`src/hw/rtl/tlm_pkg.sv`:
```
package tlm_pkg;

	localparam int MAX_NODES = 1024;
	localparam int NODE_W    = 10;
	localparam int CFG_W     = 11;
	localparam int USER_W    = 16;
	localparam int TYPE_W    = 2;
	localparam int CNT_W     = 10;
	localparam int PROD_W    = 21;
	localparam int DIV_CNT_W = 4;

	localparam logic [TYPE_W-1:0] REQ_LOCK    = 2'd0;
	localparam logic [TYPE_W-1:0] REQ_UNLOCK  = 2'd1;
	localparam logic [TYPE_W-1:0] REQ_UPGRADE = 2'd2;

	localparam logic REG_ARITY      = 1'b0;
	localparam logic REG_NODE_COUNT = 1'b1;

	// table address source
	localparam logic [1:0] ADDR_NODE = 2'd0;
	localparam logic [1:0] ADDR_CUR  = 2'd1;
	localparam logic [1:0] ADDR_J    = 2'd2;
	localparam logic [1:0] ADDR_CLR  = 2'd3;

	// table write operations
	localparam logic [2:0] WR_NONE      = 3'd0;
	localparam logic [2:0] WR_NODE_LOCK = 3'd1;
	localparam logic [2:0] WR_NODE_UNLK = 3'd2;
	localparam logic [2:0] WR_ADJ       = 3'd3;
	localparam logic [2:0] WR_ZERO      = 3'd4;

	// ancestor count change
	localparam logic [1:0] DELTA_INC = 2'd0;
	localparam logic [1:0] DELTA_DEC = 2'd1;
	localparam logic [1:0] DELTA_UPG = 2'd2;

	typedef struct packed {
		logic       take;
		logic [1:0] addr_sel;
		logic       rd_en;
		logic [2:0] wr_op;
		logic       cur_node;
		logic       div_start;
		logic       cur_div;
		logic       delta_load;
		logic [1:0] delta_sel;
		logic       k_load;
		logic       lo_init;
		logic       lvl_next;
		logic       lvl_set;
		logic       j_inc;
		logic       clr_inc;
	} cmd_t;

	typedef struct packed {
		logic              in_range;
		logic [TYPE_W-1:0] req_type;
		logic              rd_locked;
		logic              rd_cnt_zero;
		logic              own_match;
		logic              cur_zero;
		logic              div_done;
		logic              lvl_end;
		logic              j_last;
		logic              clr_last;
	} sts_t;

endpackage

```
`src/hw/rtl/tlm_ctrl.sv`:
```
module tlm_ctrl (
	input  logic           clk,
	input  logic           arst_n,
	input  logic           cfg_we,
	input  logic           req_valid,
	output logic           req_ready,
	input  logic           out_free,
	output logic           res_load,
	output logic           res_grant,
	output tlm_pkg::cmd_t  cmd,
	input  tlm_pkg::sts_t  sts
);

	localparam logic [4:0] ST_CLEAR    = 5'd0;
	localparam logic [4:0] ST_IDLE     = 5'd1;
	localparam logic [4:0] ST_RD_NODE  = 5'd2;
	localparam logic [4:0] ST_EVAL     = 5'd3;
	localparam logic [4:0] ST_CHK_TEST = 5'd4;
	localparam logic [4:0] ST_CHK_DIV  = 5'd5;
	localparam logic [4:0] ST_CHK_RD   = 5'd6;
	localparam logic [4:0] ST_CHK_EX   = 5'd7;
	localparam logic [4:0] ST_W_NEXT   = 5'd8;
	localparam logic [4:0] ST_W_LVL    = 5'd9;
	localparam logic [4:0] ST_W_RD     = 5'd10;
	localparam logic [4:0] ST_W_EX     = 5'd11;
	localparam logic [4:0] ST_W_ZR     = 5'd12;
	localparam logic [4:0] ST_ADJ_TEST = 5'd13;
	localparam logic [4:0] ST_ADJ_DIV  = 5'd14;
	localparam logic [4:0] ST_ADJ_RD   = 5'd15;
	localparam logic [4:0] ST_ADJ_WR   = 5'd16;
	localparam logic [4:0] ST_PASS     = 5'd17;
	localparam logic [4:0] ST_FAIL     = 5'd18;

	logic [4:0] state_q;
	logic [4:0] state_d;
	logic       clr_pass_q;
	logic       clr_pass_d;

	assign req_ready = (state_q == ST_IDLE) && !cfg_we;

	always_comb begin
		state_d    = state_q;
		clr_pass_d = clr_pass_q;
		cmd        = '0;
		res_load   = 1'b0;
		res_grant  = 1'b0;
		unique case (state_q) inside
			ST_CLEAR: begin
				cmd.addr_sel = tlm_pkg::ADDR_CLR;
				cmd.wr_op    = tlm_pkg::WR_ZERO;
				cmd.clr_inc  = 1'b1;
				if (sts.clr_last)
					state_d = ST_IDLE;
			end
			ST_IDLE: begin
				if (req_valid && req_ready) begin
					cmd.take = 1'b1;
					state_d  = ST_RD_NODE;
				end
			end
			ST_RD_NODE: begin
				cmd.addr_sel = tlm_pkg::ADDR_NODE;
				cmd.rd_en    = 1'b1;
				state_d      = sts.in_range ? ST_EVAL : ST_FAIL;
			end
			ST_EVAL: begin
				state_d = ST_FAIL;
				case (sts.req_type)
					tlm_pkg::REQ_LOCK: begin
						if (!sts.rd_locked && sts.rd_cnt_zero) begin
							cmd.cur_node = 1'b1;
							state_d      = ST_CHK_TEST;
						end
					end
					tlm_pkg::REQ_UNLOCK: begin
						if (sts.rd_locked && sts.own_match) begin
							cmd.addr_sel   = tlm_pkg::ADDR_NODE;
							cmd.wr_op      = tlm_pkg::WR_NODE_UNLK;
							cmd.delta_load = 1'b1;
							cmd.delta_sel  = tlm_pkg::DELTA_DEC;
							cmd.cur_node   = 1'b1;
							state_d        = ST_ADJ_TEST;
						end
					end
					tlm_pkg::REQ_UPGRADE: begin
						if (!sts.rd_locked && !sts.rd_cnt_zero) begin
							cmd.k_load   = 1'b1;
							cmd.cur_node = 1'b1;
							state_d      = ST_CHK_TEST;
						end
					end
					default: state_d = ST_FAIL;
				endcase
			end
			ST_CHK_TEST: begin
				if (!sts.cur_zero) begin
					cmd.div_start = 1'b1;
					state_d       = ST_CHK_DIV;
				end else if (sts.req_type == tlm_pkg::REQ_LOCK) begin
					cmd.addr_sel   = tlm_pkg::ADDR_NODE;
					cmd.wr_op      = tlm_pkg::WR_NODE_LOCK;
					cmd.delta_load = 1'b1;
					cmd.delta_sel  = tlm_pkg::DELTA_INC;
					cmd.cur_node   = 1'b1;
					state_d        = ST_ADJ_TEST;
				end else begin
					clr_pass_d  = 1'b0;
					cmd.lo_init = 1'b1;
					state_d     = ST_W_NEXT;
				end
			end
			ST_CHK_DIV: begin
				if (sts.div_done) begin
					cmd.cur_div = 1'b1;
					state_d     = ST_CHK_RD;
				end
			end
			ST_CHK_RD: begin
				cmd.addr_sel = tlm_pkg::ADDR_CUR;
				cmd.rd_en    = 1'b1;
				state_d      = ST_CHK_EX;
			end
			ST_CHK_EX: begin
				state_d = sts.rd_locked ? ST_FAIL : ST_CHK_TEST;
			end
			ST_W_NEXT: begin
				cmd.lvl_next = 1'b1;
				state_d      = ST_W_LVL;
			end
			ST_W_LVL: begin
				if (!sts.lvl_end) begin
					cmd.lvl_set = 1'b1;
					state_d     = clr_pass_q ? ST_W_ZR : ST_W_RD;
				end else if (!clr_pass_q) begin
					clr_pass_d  = 1'b1;
					cmd.lo_init = 1'b1;
					state_d     = ST_W_NEXT;
				end else begin
					cmd.addr_sel   = tlm_pkg::ADDR_NODE;
					cmd.wr_op      = tlm_pkg::WR_NODE_LOCK;
					cmd.delta_load = 1'b1;
					cmd.delta_sel  = tlm_pkg::DELTA_UPG;
					cmd.cur_node   = 1'b1;
					state_d        = ST_ADJ_TEST;
				end
			end
			ST_W_RD: begin
				cmd.addr_sel = tlm_pkg::ADDR_J;
				cmd.rd_en    = 1'b1;
				state_d      = ST_W_EX;
			end
			ST_W_EX: begin
				if (sts.rd_locked && !sts.own_match) begin
					state_d = ST_FAIL;
				end else if (sts.j_last) begin
					state_d = ST_W_NEXT;
				end else begin
					cmd.j_inc = 1'b1;
					state_d   = ST_W_RD;
				end
			end
			ST_W_ZR: begin
				cmd.addr_sel = tlm_pkg::ADDR_J;
				cmd.wr_op    = tlm_pkg::WR_ZERO;
				if (sts.j_last)
					state_d = ST_W_NEXT;
				else
					cmd.j_inc = 1'b1;
			end
			ST_ADJ_TEST: begin
				if (sts.cur_zero) begin
					state_d = ST_PASS;
				end else begin
					cmd.div_start = 1'b1;
					state_d       = ST_ADJ_DIV;
				end
			end
			ST_ADJ_DIV: begin
				if (sts.div_done) begin
					cmd.cur_div = 1'b1;
					state_d     = ST_ADJ_RD;
				end
			end
			ST_ADJ_RD: begin
				cmd.addr_sel = tlm_pkg::ADDR_CUR;
				cmd.rd_en    = 1'b1;
				state_d      = ST_ADJ_WR;
			end
			ST_ADJ_WR: begin
				cmd.addr_sel = tlm_pkg::ADDR_CUR;
				cmd.wr_op    = tlm_pkg::WR_ADJ;
				state_d      = ST_ADJ_TEST;
			end
			ST_PASS, ST_FAIL: begin
				if (out_free) begin
					res_load  = 1'b1;
					res_grant = state_q == ST_PASS;
					state_d   = ST_IDLE;
				end
			end
			default: state_d = ST_CLEAR;
		endcase
		if (cfg_we)
			state_d = ST_CLEAR;
	end

	always_ff @(posedge clk or negedge arst_n) begin
		if (!arst_n) begin
			state_q    <= ST_CLEAR;
			clr_pass_q <= 1'b0;
		end else begin
			state_q    <= state_d;
			clr_pass_q <= clr_pass_d;
		end
	end

`ifndef SYNTH
	a_div_needs_parent: assert property (@(posedge clk) disable iff (!arst_n)
		cmd.div_start |-> !sts.cur_zero)
		else $error("parent step started at the root");
	a_take_reads_node: assert property (@(posedge clk) disable iff (!arst_n)
		cmd.take |=> state_q == ST_RD_NODE)
		else $error("accepted request did not start");
	a_cfg_clears: assert property (@(posedge clk) disable iff (!arst_n)
		cfg_we |=> state_q == ST_CLEAR)
		else $error("register write did not start the clearing pass");
	a_load_once: assert property (@(posedge clk) disable iff (!arst_n)
		res_load |=> !res_load)
		else $error("two results for one request");
`endif

endmodule

```
`config.mk`:
```
export PLATFORM = sky130hd
export DESIGN_NAME = tlm_ctrl
export DESIGN_NICKNAME = d
export VERILOG_FILES = /design/src/hw/rtl/tlm_pkg.sv /design/src/hw/rtl/tlm_ctrl.sv
export SDC_FILE = /design/constraint.sdc
export NUM_CORES = 1
export LEC_CHECK = 0
export ABC_CLOCK_PERIOD_IN_PS = 4600
export BUFFER_PORTS_ARGS = -buffer_cell sky130_fd_sc_hd__buf_2
export CAP_MARGIN = 40
export CORE_ASPECT_RATIO = 0.8
export CORE_UTILIZATION = 25
export CTS_BUF_LIST = sky130_fd_sc_hd__clkbuf_4 sky130_fd_sc_hd__clkbuf_8 sky130_fd_sc_hd__clkbuf_16
export CTS_CLUSTER_SIZE = 28
export DETAILED_ROUTE_END_ITERATION = 8
export GPL_ROUTABILITY_DRIVEN = 1
export MAX_ROUTING_LAYER = met4
export RECOVER_POWER = 100
export SETUP_SLACK_MARGIN = 0.2
export SLEW_MARGIN = 30
export SYNTH_ARGS = -nofsm -noshare
export SYNTH_HDL_FRONTEND = slang
export SYNTH_SLANG_ARGS = --single-unit
```
`constraint.sdc`:
```
create_clock -name clk -period 4.6 [get_ports clk]
set_clock_uncertainty 0.05 [all_clocks]
set_input_delay 0.46 -clock clk [delete_from_list [all_inputs] [get_ports clk]]
set_output_delay 0.46 -clock clk [all_outputs]
set_load 0.01 [all_outputs]
```
==> flow_summary.ini <==
[placed_design]
port_buffers = 37
gp_congestion = 0.936
place_ws_ns = 2.16
dp_hpwl_um = 2260

[synth]
yosysWarnings = 0
async_flop_share_pct = 100
seq_area_frac_synth_pct = 15.6
synth_area_um2 = 960
syn_inst = 143
avgSynthCellArea_um2 = 6.71
dominantRegCellSynth = dfrtp_1
synth_nets = 159
synth_edf_count = 0
ys_types = 44
synth_seq_cells = 6

[worst_setup_path]
crit_type = flip-flop to output pin
rr_startpoint = state_q[3]
worstPathMaxFanout = 24
worstPathCellList = nand2b_1 -> nor3_1 -> and3_1 -> a21oi_1 -> nand2b_1 -> clkbuf_1
worstPathRequired_ns = 4.09
cp.arrival_ns = 2.24
rr_endpoint = state_q[4]
reg2reg_slack_ns = 2.11
slowest_delay_ns = 0.81
end_kind = output pin
start_kind = flip-flop
crit_path_frequent_cell = nand2b_1
reg2regPathDepth = 5
slowest_stage = dfrtp_1

[sta]
hold_viol = 0
timing.final.crit_share_pct = 59.7
clock.fmax_mhz = 364
relSlewSlack_pct = 51.1
hold_ws_ns = 0.0462
setup_viol = 0
rsz0062_at_grt = no
tightest_slew_ns = 0.734
finalWorstSetupSlack_ns = 1.85
fin_tns_setup_ns = 0
slew_viol_final = 0
fin_crit_ns = 2.75

[clock_tree]
clkTransAtPathRegs_ns = 0.04
cts.repair.resized = 0
cts-htree-levels = 1
cts_sinks = 6
clock_tree.root_cell = clkbuf_8
postCtsHoldBufs = 0
numCtsBuffers = 3
cts_buffer_depth = 2
cts_tree = yes
clock_latency_ns = 0.22
cts_setup_buffers = 0

[floorplan]
dieHeight_um = 57.4
fp.dieW_um = 71.3
die-area_um2 = 4090
coreArea_um2 = 3540
io-pin-count = 38
num_rows = 19
initial_utilization_pct = 27.1

[route]
first_iter_violations = 98
drt_first_pass_iters = 6
via_per_inst = 5.61
post_drt_wl_per_cell_um = 14.0
drc_errors = 1
num_vias = 1201
ant_nets = 0
finalWirelength_um = 3000

[power]
combPwrFrac_pct = 58.4
intPower_mw = 0.239
power.switching_mw = 0.251
leakage_nw = 0.439
p_per_area_nw_per_um2 = 428
swShare_pct = 51.3
power_frac_clock_pct = 15.7
pwr-share-seq_pct = 25.9
peakVddDrop_mv = 0.142

[final_layout]
layout_common_cells = clkbuf_1 (21), nor2_1 (16), buf_2 (16)
synthToLayoutAreaGrowth_pct = 19.3
finish.net_count = 190
layout-drive-gt1-share_pct = 12.8
n_antenna_cell = 0
final_common_cell = clkbuf_1

[grt]
first_global_vias = 990
grt_pass1_wl_um = 4830
grt_max_degree = 25
gr-total-overflow = 0
grt_usage_pct = 15.5
antenna_found_initial = 0

[outcome]
status = complete, but fails checks
violations = DRC

[run]
maxCapViolations = 0

[min_path]
worstHoldPathType = input port to async pin
## how the worst max path moves through the flow
stage | depth (start not counted) | endpoint | slack [ns] | from
after global placement | 6 | cmd[12] | 2.18 | state_q[3]
after detailed placement | 6 | cmd[8] | 2.16 | state_q[3]
after global routing | 6 | cmd[11] | 1.60 | state_q[3]
after CTS | 6 | cmd[8] | 1.91 | state_q[3]
after floorplan | 5 | cmd[18] | 2.55 | state_q[2]
final | 6 | cmd[8] | 1.85 | state_q[3]
## power groups by stage
stage | logic (mW) | clock network (mW) | registers [mW]
2_1_floorplan | 0.265 | 0 | 0.0691
3_3_place_gp | 0.297 | 0 | 0.127
3_5_place_dp | 0.294 | 0 | 0.125
4_1_cts | 0.295 | 0.0799 | 0.126
5_1_grt | 0.316 | 0.0836 | 0.133
6_report | 0.286 | 0.0767 | 0.127
## worst max-delay path, delay by kind of cell (launching register included)
family          cells  cell delay [ns]
flops               1             0.81
buf+inv             1             0.15
compound gates      1             0.07
simple gates        4             0.98
## registers in the layout, summed over array words and instances, names as in the netlist
| name | cells |
|---|---|
| clr_pass_q | 1 |
| state_q | 5 |
## Yosys cell counts, drive strengths merged, types with 2 or more instances
library cell,number,share of area [%]
nor2,16,6.3
nand2,15,5.9
nor3,14,7.3
buf,10,6.6
nand2b,8,5.2
o21ai,8,4.2
a21oi,7,3.7
a22o,6,5.5
dfrtp,6,16
inv,4,1.6
nand3,4,2.1
xnor2,4,3.7
a211oi,3,2.3
a31oi,3,2.0
nand3b,3,2.3
nand4,3,2.0
and4b,2,2.1
o211ai,2,1.6
or3,2,1.3
or3b,2,1.8
## metal layers
layer  vias up  global-route usage (%)  share of wire, %
met5         -                       -                 0
met4         0                    4.57              0.97
li1        592                       -                 -
met3         4                    2.30               5.8
met2        53                    21.0                42
met1       552                    23.3                51
## area by class of cell
type | count | area [um^2]
Fill cell | 399 | 2400
Multi-Input combinational cell | 122 | 727
Timing Repair Buffer | 37 | 159
Sequential cell | 6 | 150
Tap cell | 42 | 52.6
Clock buffer | 3 | 41.3
Inverter | 4 | 15.0
## logic make-up (layout without fill, tap and decap cells)
family	Yosys count	after routing	synth area share, %
compound gates	39	39	28.0
xor+xnor	5	5	4.56
buf+inv	15	44	8.60
flops	6	6	15.6
simple gates	78	78	43.2
## per-stage QoR
step           area (um^2)  instances  power (mW)  util (%)
2_1_floorplan          960        143       0.335         -
3_3_place_gp          1130        211       0.424      31.9
3_5_place_dp          1130        211       0.419      31.9
4_1_cts               1170        214       0.500      33.1
5_1_grt               1140        214       0.533      32.3
6_report              1140        214       0.490      32.3
(Power assumes the default switching activity.)
